## src/sv/rgb_to_yuv420_converter_macros.svh

```systemverilog
// Assertion macros shared by the RGB to YUV 4:2:0 converter modules.
`ifndef RGB_TO_YUV420_CONVERTER_MACROS_SVH
`define RGB_TO_YUV420_CONVERTER_MACROS_SVH

// Generic clocked property, disabled while reset is asserted
`define RGB2YUV_ASSERT(lbl, clk, rst_n, prop, msg) \
    lbl: assert property (@(posedge clk) disable iff (!rst_n) (prop)) \
        else $error(msg);

// Same-cycle implication
`define RGB2YUV_ASSERT_IMP(lbl, clk, rst_n, cond, prop, msg) \
    `RGB2YUV_ASSERT(lbl, clk, rst_n, (cond) |-> (prop), msg)

// Next-cycle implication
`define RGB2YUV_ASSERT_NEXT(lbl, clk, rst_n, cond, prop, msg) \
    `RGB2YUV_ASSERT(lbl, clk, rst_n, (cond) |=> (prop), msg)

`endif

```

## src/sv/rgb2yuv_pkg.sv

```systemverilog
// Shared types, widths and coefficients of the RGB to YUV 4:2:0 converter.
`timescale 1ns / 1ps

package rgb2yuv_pkg;

    // Field widths
    localparam int PIX_W     = 8;
    localparam int CFG_W     = 13;
    localparam int CFG_IDX_W = 2;

    // Default frame-size limit
    localparam int MAX_DIMENSION_DEF = 4096;

    // Configuration register indexes
    localparam logic [CFG_IDX_W-1:0] CFG_FRAME_WIDTH  = 2'd0;
    localparam logic [CFG_IDX_W-1:0] CFG_FRAME_HEIGHT = 2'd1;

    // Configuration reset values
    localparam logic [CFG_W-1:0] FRAME_WIDTH_RST  = 13'd640;
    localparam logic [CFG_W-1:0] FRAME_HEIGHT_RST = 13'd480;

    // Color sums fit in 16 bits; one spare bit absorbs the wrap of the subtractions
    localparam int SUM_W     = 17;
    localparam int SUM_SHIFT = 8;

    // Luma coefficients, rounding bias and studio offset
    localparam logic [SUM_W-1:0] Y_KR     = 17'd66;
    localparam logic [SUM_W-1:0] Y_KG     = 17'd129;
    localparam logic [SUM_W-1:0] Y_KB     = 17'd25;
    localparam logic [SUM_W-1:0] Y_BIAS   = 17'd128;
    localparam logic [PIX_W-1:0] Y_OFFSET = 8'd16;

    // Chroma coefficient magnitudes; bias is 128 rounding plus 128 << 8 offset
    localparam logic [SUM_W-1:0] CB_KR   = 17'd38;
    localparam logic [SUM_W-1:0] CB_KG   = 17'd74;
    localparam logic [SUM_W-1:0] CB_KB   = 17'd112;
    localparam logic [SUM_W-1:0] CR_KR   = 17'd112;
    localparam logic [SUM_W-1:0] CR_KG   = 17'd94;
    localparam logic [SUM_W-1:0] CR_KB   = 17'd18;
    localparam logic [SUM_W-1:0] C_BIAS  = 17'd32896;

    // Converted samples of one pixel
    typedef struct packed {
        logic [PIX_W-1:0] luma;
        logic [PIX_W-1:0] cb;
        logic [PIX_W-1:0] cr;
    } t_yuv;

    // Position flags of the pixel being retired
    typedef struct packed {
        logic chroma_valid;
        logic frame_end;
    } t_pos_flags;

endpackage

```

## src/sv/rgb2yuv_csc.sv

```systemverilog
// Color-space conversion of one RGB pixel into BT.601 studio-range Y, Cb, Cr.
`timescale 1ns / 1ps

module rgb2yuv_csc import rgb2yuv_pkg::*; (
    input  logic [PIX_W-1:0] i_red,
    input  logic [PIX_W-1:0] i_green,
    input  logic [PIX_W-1:0] i_blue,
    output t_yuv             o_yuv
);

    logic [SUM_W-1:0] w_r;
    logic [SUM_W-1:0] w_g;
    logic [SUM_W-1:0] w_b;
    logic [SUM_W-1:0] w_y_sum;
    logic [SUM_W-1:0] w_cb_sum;
    logic [SUM_W-1:0] w_cr_sum;

    // Widen the components to the sum width
    assign w_r = SUM_W'(i_red);
    assign w_g = SUM_W'(i_green);
    assign w_b = SUM_W'(i_blue);

    // Weighted sums; the true chroma sums are always positive after the bias
    assign w_y_sum  = Y_KR * w_r + Y_KG * w_g + Y_KB * w_b + Y_BIAS;
    assign w_cb_sum = C_BIAS + CB_KB * w_b - CB_KR * w_r - CB_KG * w_g;
    assign w_cr_sum = C_BIAS + CR_KR * w_r - CR_KG * w_g - CR_KB * w_b;

    // Drop the fraction and add the luma offset
    assign o_yuv.luma = w_y_sum[SUM_SHIFT+PIX_W-1:SUM_SHIFT] + Y_OFFSET;
    assign o_yuv.cb   = w_cb_sum[SUM_SHIFT+PIX_W-1:SUM_SHIFT];
    assign o_yuv.cr   = w_cr_sum[SUM_SHIFT+PIX_W-1:SUM_SHIFT];

endmodule

```

## src/sv/rgb2yuv_pos.sv

```systemverilog
// Column and row counters with chroma-site and end-of-frame flags.
`timescale 1ns / 1ps
`include "rgb_to_yuv420_converter_macros.svh"

module rgb2yuv_pos import rgb2yuv_pkg::*; #(
    parameter int MAX_DIMENSION = MAX_DIMENSION_DEF
) (
    input  logic             i_clk,
    input  logic             i_rst_n,
    input  logic             i_advance,
    input  logic [CFG_W-1:0] i_frame_width,
    input  logic [CFG_W-1:0] i_frame_height,
    output t_pos_flags       o_flags
);

    localparam int CNT_W = $clog2(MAX_DIMENSION);
    localparam int CMP_W = (((CNT_W + 1) > CFG_W) ? (CNT_W + 1) : CFG_W) + 1;

    logic [CNT_W-1:0] r_col;
    logic [CNT_W-1:0] r_row;
    logic [CNT_W-1:0] n_col;
    logic [CNT_W-1:0] n_row;
    logic [CMP_W-1:0] w_width_ext;
    logic [CMP_W-1:0] w_height_ext;
    logic [CMP_W-1:0] w_width_eff;
    logic [CMP_W-1:0] w_height_eff;
    logic             w_last_col;
    logic             w_last_row;

    // Clamp the frame size into 1 .. MAX_DIMENSION
    assign w_width_ext  = CMP_W'(i_frame_width);
    assign w_height_ext = CMP_W'(i_frame_height);

    always_comb begin
        if (w_width_ext == '0) begin
            w_width_eff = CMP_W'(1);
        end else if (w_width_ext > CMP_W'(MAX_DIMENSION)) begin
            w_width_eff = CMP_W'(MAX_DIMENSION);
        end else begin
            w_width_eff = w_width_ext;
        end
        if (w_height_ext == '0) begin
            w_height_eff = CMP_W'(1);
        end else if (w_height_ext > CMP_W'(MAX_DIMENSION)) begin
            w_height_eff = CMP_W'(MAX_DIMENSION);
        end else begin
            w_height_eff = w_height_ext;
        end
    end

    // A counter at or past the last position ends its row or frame here
    assign w_last_col = (CMP_W'(r_col) + CMP_W'(1)) >= w_width_eff;
    assign w_last_row = (CMP_W'(r_row) + CMP_W'(1)) >= w_height_eff;

    // Chroma only on even sites inside the even-rounded frame
    assign o_flags.chroma_valid = !r_col[0] && !r_row[0] && !w_last_col && !w_last_row;
    assign o_flags.frame_end    = w_last_col && w_last_row;

    // Step to the next raster position
    always_comb begin
        n_col = r_col;
        n_row = r_row;
        if (i_advance) begin
            if (w_last_col) begin
                n_col = '0;
                n_row = w_last_row ? '0 : r_row + CNT_W'(1);
            end else begin
                n_col = r_col + CNT_W'(1);
            end
        end
    end

    always_ff @(posedge i_clk) begin
        if (!i_rst_n) begin
            r_col <= '0;
            r_row <= '0;
        end else begin
            r_col <= n_col;
            r_row <= n_row;
        end
    end

    `RGB2YUV_ASSERT_IMP(a_end_no_chroma, i_clk, i_rst_n, o_flags.frame_end, !o_flags.chroma_valid, "chroma flagged on the last pixel of a frame")
    `RGB2YUV_ASSERT_NEXT(a_col_wrap, i_clk, i_rst_n, i_advance && w_last_col, r_col == '0, "column did not wrap at end of row")
    `RGB2YUV_ASSERT_NEXT(a_hold_pos, i_clk, i_rst_n, !i_advance, $stable(r_col) && $stable(r_row), "position moved without an item")

endmodule

```

## src/sv/rgb_to_yuv420_converter.sv

```systemverilog
// An accepted input item passes the input register and then the result register before
// its result can be taken from the result channel.
// Throughput: one pixel per clock; a stalled result holds one further pixel in the input register.
// Configuration writes take effect on the next cycle and are always ready.
// Reset (synchronous, active low) empties both registers, zeroes the column and row
// counters and loads a frame size of 640 by 480.
`timescale 1ns / 1ps
`include "rgb_to_yuv420_converter_macros.svh"

module rgb_to_yuv420_converter import rgb2yuv_pkg::*; #(
    parameter int MAX_DIMENSION = MAX_DIMENSION_DEF
) (
    input  logic                 i_clk,
    input  logic                 i_rst_n,
    // Configuration channel
    input  logic                 i_cfg_valid,
    output logic                 o_cfg_ready,
    input  logic [CFG_IDX_W-1:0] i_cfg_index,
    input  logic [CFG_W-1:0]     i_cfg_data,
    // Pixel input channel
    input  logic                 i_in_valid,
    output logic                 o_in_ready,
    input  logic [PIX_W-1:0]     i_red,
    input  logic [PIX_W-1:0]     i_green,
    input  logic [PIX_W-1:0]     i_blue,
    // Result channel
    output logic                 o_out_valid,
    input  logic                 i_out_ready,
    output logic [PIX_W-1:0]     o_luma,
    output logic [PIX_W-1:0]     o_chroma_blue,
    output logic [PIX_W-1:0]     o_chroma_red,
    output logic                 o_chroma_valid,
    output logic                 o_frame_end
);

    logic [CFG_W-1:0] r_frame_width;
    logic [CFG_W-1:0] r_frame_height;
    logic             r_s1_valid;
    logic [PIX_W-1:0] r_s1_red;
    logic [PIX_W-1:0] r_s1_green;
    logic [PIX_W-1:0] r_s1_blue;
    logic             r_out_valid;
    logic [PIX_W-1:0] r_luma;
    logic [PIX_W-1:0] r_cb;
    logic [PIX_W-1:0] r_cr;
    logic             r_cvalid;
    logic             r_frame_end;
    logic             n_out_valid;
    logic             w_in_accept;
    logic             w_s1_advance;
    t_yuv             w_yuv;
    t_pos_flags       w_flags;

    // Configuration registers
    assign o_cfg_ready = 1'b1;

    always_ff @(posedge i_clk) begin
        if (!i_rst_n) begin
            r_frame_width  <= FRAME_WIDTH_RST;
            r_frame_height <= FRAME_HEIGHT_RST;
        end else if (i_cfg_valid) begin
            case (i_cfg_index)
                CFG_FRAME_WIDTH:  r_frame_width  <= i_cfg_data;
                CFG_FRAME_HEIGHT: r_frame_height <= i_cfg_data;
                default: ;
            endcase
        end
    end

    // Pipeline handshake: advance when the result register is free or being drained
    assign w_s1_advance = r_s1_valid && (!r_out_valid || i_out_ready);
    assign o_in_ready   = !r_s1_valid || w_s1_advance;
    assign w_in_accept  = i_in_valid && o_in_ready;

    // Input register
    always_ff @(posedge i_clk) begin
        if (!i_rst_n) begin
            r_s1_valid <= 1'b0;
        end else if (o_in_ready) begin
            r_s1_valid <= i_in_valid;
        end
    end

    always_ff @(posedge i_clk) begin
        if (w_in_accept) begin
            r_s1_red   <= i_red;
            r_s1_green <= i_green;
            r_s1_blue  <= i_blue;
        end
    end

    // Color conversion and raster position
    rgb2yuv_csc u_csc (
        .i_red   (r_s1_red),
        .i_green (r_s1_green),
        .i_blue  (r_s1_blue),
        .o_yuv   (w_yuv)
    );

    rgb2yuv_pos #(
        .MAX_DIMENSION (MAX_DIMENSION)
    ) u_pos (
        .i_clk          (i_clk),
        .i_rst_n        (i_rst_n),
        .i_advance      (w_s1_advance),
        .i_frame_width  (r_frame_width),
        .i_frame_height (r_frame_height),
        .o_flags        (w_flags)
    );

    // Result register
    always_comb begin
        n_out_valid = r_out_valid;
        if (w_s1_advance) begin
            n_out_valid = 1'b1;
        end else if (i_out_ready) begin
            n_out_valid = 1'b0;
        end
    end

    always_ff @(posedge i_clk) begin
        if (!i_rst_n) begin
            r_out_valid <= 1'b0;
        end else begin
            r_out_valid <= n_out_valid;
        end
    end

    // Zero the chroma on pixels that carry none
    always_ff @(posedge i_clk) begin
        if (w_s1_advance) begin
            r_luma      <= w_yuv.luma;
            r_cb        <= w_flags.chroma_valid ? w_yuv.cb : '0;
            r_cr        <= w_flags.chroma_valid ? w_yuv.cr : '0;
            r_cvalid    <= w_flags.chroma_valid;
            r_frame_end <= w_flags.frame_end;
        end
    end

    assign o_out_valid    = r_out_valid;
    assign o_luma         = r_luma;
    assign o_chroma_blue  = r_cb;
    assign o_chroma_red   = r_cr;
    assign o_chroma_valid = r_cvalid;
    assign o_frame_end    = r_frame_end;

    `RGB2YUV_ASSERT_NEXT(a_s1_hold, i_clk, i_rst_n, r_s1_valid && !w_s1_advance, r_s1_valid && $stable(r_s1_red) && $stable(r_s1_blue), "stalled input register lost its item")
    `RGB2YUV_ASSERT_NEXT(a_s1_to_out, i_clk, i_rst_n, w_s1_advance, r_out_valid, "advanced item missing from result register")
    `RGB2YUV_ASSERT_NEXT(a_accept_fill, i_clk, i_rst_n, w_in_accept, r_s1_valid, "accepted item missing from input register")

endmodule

```

## config.mk

```make
export PLATFORM = sky130hd
export DESIGN_NAME = rgb_to_yuv420_converter
export DESIGN_NICKNAME = d
export VERILOG_FILES = /design/src/sv/rgb2yuv_pkg.sv /design/src/sv/rgb2yuv_csc.sv /design/src/sv/rgb2yuv_pos.sv /design/src/sv/rgb_to_yuv420_converter.sv
export VERILOG_INCLUDE_DIRS = /design/src /design/src/sv
export SDC_FILE = /design/constraint.sdc
export NUM_CORES = 1
export LEC_CHECK = 0
export BUFFER_PORTS_ARGS = -buffer_cell sky130_fd_sc_hd__buf_2
export CORE_UTILIZATION = 44
export CTS_BUF_LIST = sky130_fd_sc_hd__clkbuf_4
export DETAILED_ROUTE_END_ITERATION = 12
export MAX_ROUTING_LAYER = met4
export SLEW_MARGIN = 15
export SYNTH_ARGS = -nofsm -noshare
export SYNTH_HDL_FRONTEND = slang
export SYNTH_SLANG_ARGS = --single-unit
```

## constraint.sdc

```tcl
create_clock -name i_clk -period 9.3 [get_ports i_clk]
set_clock_uncertainty 0.05 [all_clocks]
set_input_delay 1.86 -clock i_clk [delete_from_list [all_inputs] [get_ports i_clk]]
set_output_delay 1.86 -clock i_clk [all_outputs]
set_load 0.02 [all_outputs]
```

==> impl_metrics.ini <==
[floorplanning]
placement_rows = 60
horizontal_die_dimension_um = 168
core_area_um2 = 27000
dieHeight_um = 168
die_area_um2 = 28100
initial_core_util = 0.447
floorplan.io_pins = 73

[synthesis]
yosysTopAreaCell = ha_1
synth_area_per_cell_um2 = 9.32
yosys-mux-area-fraction = 0.00166
top_area_cell_type_share_of_the_netlist_area = 0.271
edff_count_synth = 50
postSynthRegisterBits = 102
post_synthesis_instance_area_um2 = 12100
ys.flop_type = dfxtp_1
sequential_share_of_the_synthesized_area = 0.211
synth_adder_area_share = 0.404
yosys_warnings = 0
syn-num-nets = 1678
number_of_unique_standard_cell_types_used_by_synthesis = 63
synth_compound_gate_area_share = 0.120
synth_xor_xnor_area_share = 0.0668
synth_simple_gate_area_share = 0.124
combinational_family_with_the_most_area_after_synthesis = adder cells
most_area_consuming_cells_after_synthesis = ha_1 (27%), fa_1 (13%), edfxtp_1 (12%)
cells_after_synth = 1293
ys_async_sr_fraction = 0

[run]
max-cap-violations = 0

[cells_and_area]
n_fill_cell = 2568
layout-drive-gt1-share = 0.0800
register_area_um2 = 2540
design.final.nets = 1743
area_growth_syn_to_fin_pct = 7.28
layout_commonest_cell = ha_1
multi_input_area_um2 = 8640
leading_cell_types_in_the_layout_fill_and_taps_excluded = ha_1 (261), inv_1 (208), nand2_1 (130)

[timing]
setup_violations = 0
grt_setup_unrepaired = false
final.period_utilization = 0.677
timing.setup.tns_ns = 0
report.final.slew_viol_count = 0
worst_slew_pin_slew_ns = 1.06
timing_hold_violations_final = 0
slew_margin_rel = 0.296
fmaxAchievable_ghz = 0.159
finalWorstPathRequiredPeriod_ns = 6.29

[grt]
largest_net_degree_at_the_start_of_global_routing = 53
grt_use_total = 0.196
grt_antenna_before_repair = 4
via_count_of_the_first_global_routing_pass = 8888
grt_overflow_total = 0
grt_first_pass_wirelength_um = 42500

[place]
port-buffer-count = 71
place_hpwl_um = 20900
gpl.final_weighted_congestion = 0.890

[route]
drt-met1-wl_um = 11200
antenna_violating_nets_post_route = 0
met2_wl_um = 13100
route.detailed.drc = 0
maxUsedRoutingLayer = met4
wl_per_cell_um = 14.9
met3_length_um = 756
routed_wl_um = 25500
drt_iter0_markers = 363
drt-pass1-iter-count = 5
post_drt_via_cell_ratio = 5.17
num_vias = 8829

[worst_setup_path]
worst-endpoint-required_ns = 9.53
critical_path_peak_fanout = 8
path_class = flip-flop to flip-flop
setup.worst_path.end_class = flip-flop
critical_path.startpoint_type = flip-flop
cp_data_arrival_time_ns = 6.53

[clock_tree]
cts.htree.levels = 3
clock_tree.root_cell = clkbuf_4
cts_hold_repair.buffers = 0
clock-sinks = 102
cts.clk_slew.worst_paths_ns = 0.19
tritoncts = built
postCtsResizedCells = 0
cts-root-to-sink-buffers = 2
post_cts.repair.setup_buffers = 0
numCtsBuffers = 9
clk_latency_ns = 0.50

[outcome]
status = finished, final reports clean

[power_and_ir_drop]
power-per-cell-area_nw_per_um2 = 314
vdd.ir_drop.worst_uv = 205
static-leakage-power_nw = 6.39
total_power_mw = 4.06

[worst_hold_path]
timing.hold.worst.class = flip-flop to flip-flop
-- cells by family (layout without fill, tap and decap cells) --
kind of cell	after synthesis	count (layout)
compound gates	218	218
xor+xnor	92	92
fa+ha+maj	341	341
buf+inv	231	301
flops	102	102
mux	2	2
other cells	1	5
simple gates	306	306
-- metrics by stage --
stage | std cells | setup slack, ns | utilization | instance area [um^2] | hold slack [ns]
after CTS | 1704 | 2.93 | 0.479 | 12900 | 0.434
after floorplan | 1293 | 3.32 | - | 12100 | 0.391
after global routing | 1708 | 2.59 | 0.480 | 12900 | 0.454
after global placement | 1688 | 3.03 | 0.475 | 12800 | 0.405
final | 1708 | 3.01 | 0.480 | 12900 | 0.428
after detailed placement | 1688 | 2.95 | 0.475 | 12800 | 0.411
-- final cells by class --
type                    count  area share
diodes                      4    0.000774
clock buffers               9     0.00522
clock inverters             7     0.00503
inverters                 208      0.0604
multi-input cells         960       0.668
flip-flops and latches    102       0.197
well taps                 341      0.0330
repair buffers             77      0.0310
-- cell usage after synthesis (all sizes together), types with 3 or more instances --
cell     count
a2111oi      3
a211oi       7
a21boi      40
a21o        21
a21oi       58
a221oi       5
a22oi        5
a31oi        5
and2         6
and3        10
buf          5
clkbuf      18
dfxtp       52
edfxtp      50
fa          80
ha         261
inv        208
nand2      130
nand2b       8
nand3       23
nand3b      11
nand4        7
nor2        46
nor2b       22
nor3        13
nor3b        3
nor4         5
o211ai       4
o21a         5
o21ai       43
o21bai      12
o31ai        4
or3          4
or3b         4
or4          4
or4b         3
xnor2       60
xor2        32
-- registers in the layout, indices dropped and copies added (netlist names) --
| register | flops |
|---|---|
| r_frame_height | 13 |
| r_frame_width | 13 |
| u_pos.r_col | 12 |
| u_pos.r_row | 12 |
| o_chroma_blue | 8 |
| o_chroma_red | 8 |
| o_luma | 8 |
| r_s1_blue | 8 |
| r_s1_green | 8 |
| r_s1_red | 8 |
| o_chroma_valid | 1 |
| o_frame_end | 1 |
| o_out_valid | 1 |
| r_s1_valid | 1 |
-- path summary, 6_finish.rpt --
| kind | start | to | slack (ns) | depth (start not counted) |
|---|---|---|---|---|
| max | r_s1_blue[2] | o_luma[7] | 3.01 | 22 |
| min | u_pos.r_row[11] | u_pos.r_row[11] | 0.43 | 2 |
| max reg2reg | r_s1_blue[2] | o_luma[7] | 3.01 | 22 |
| min reg2reg | u_pos.r_row[11] | u_pos.r_row[11] | 0.43 | 2 |
-- power breakdown --
part           leakage (nW)  total (mW)  internal, mW  switching, mW
registers             0.901       0.738         0.699         0.0393
clock network        0.0791       0.245        0.0621          0.183
logic                  5.41        3.08          1.38           1.70
total                  6.39        4.06          2.14           1.92
-- metal layers --
layer  vias to the layer above  GRT usage
met5                         -          -
met1                      4189      0.228
met4                         0     0.0443
li1                       4507          -
met3                        24     0.0295
met2                       109      0.353
-- worst max-delay path, cell delays in order (launching register included) --
cell,delay (ns)
edfxtp_1,0.61
ha_1,0.37
ha_1,0.31
fa_1,0.46
ha_1,0.34
a21oi_1,0.21
o21bai_1,0.09
a21oi_1,0.21
xnor2_1,0.15
ha_1,0.25
ha_1,0.27
inv_1,0.05
fa_1,0.53
inv_1,0.05
ha_1,0.28
ha_1,0.37
a21oi_2,0.21
a21boi_2,0.09
a211oi_4,0.35
o21ai_2,0.12
a21o_1,0.22
a2111oi_2,0.39
xnor2_1,0.10
(Power assumes the default switching activity.)
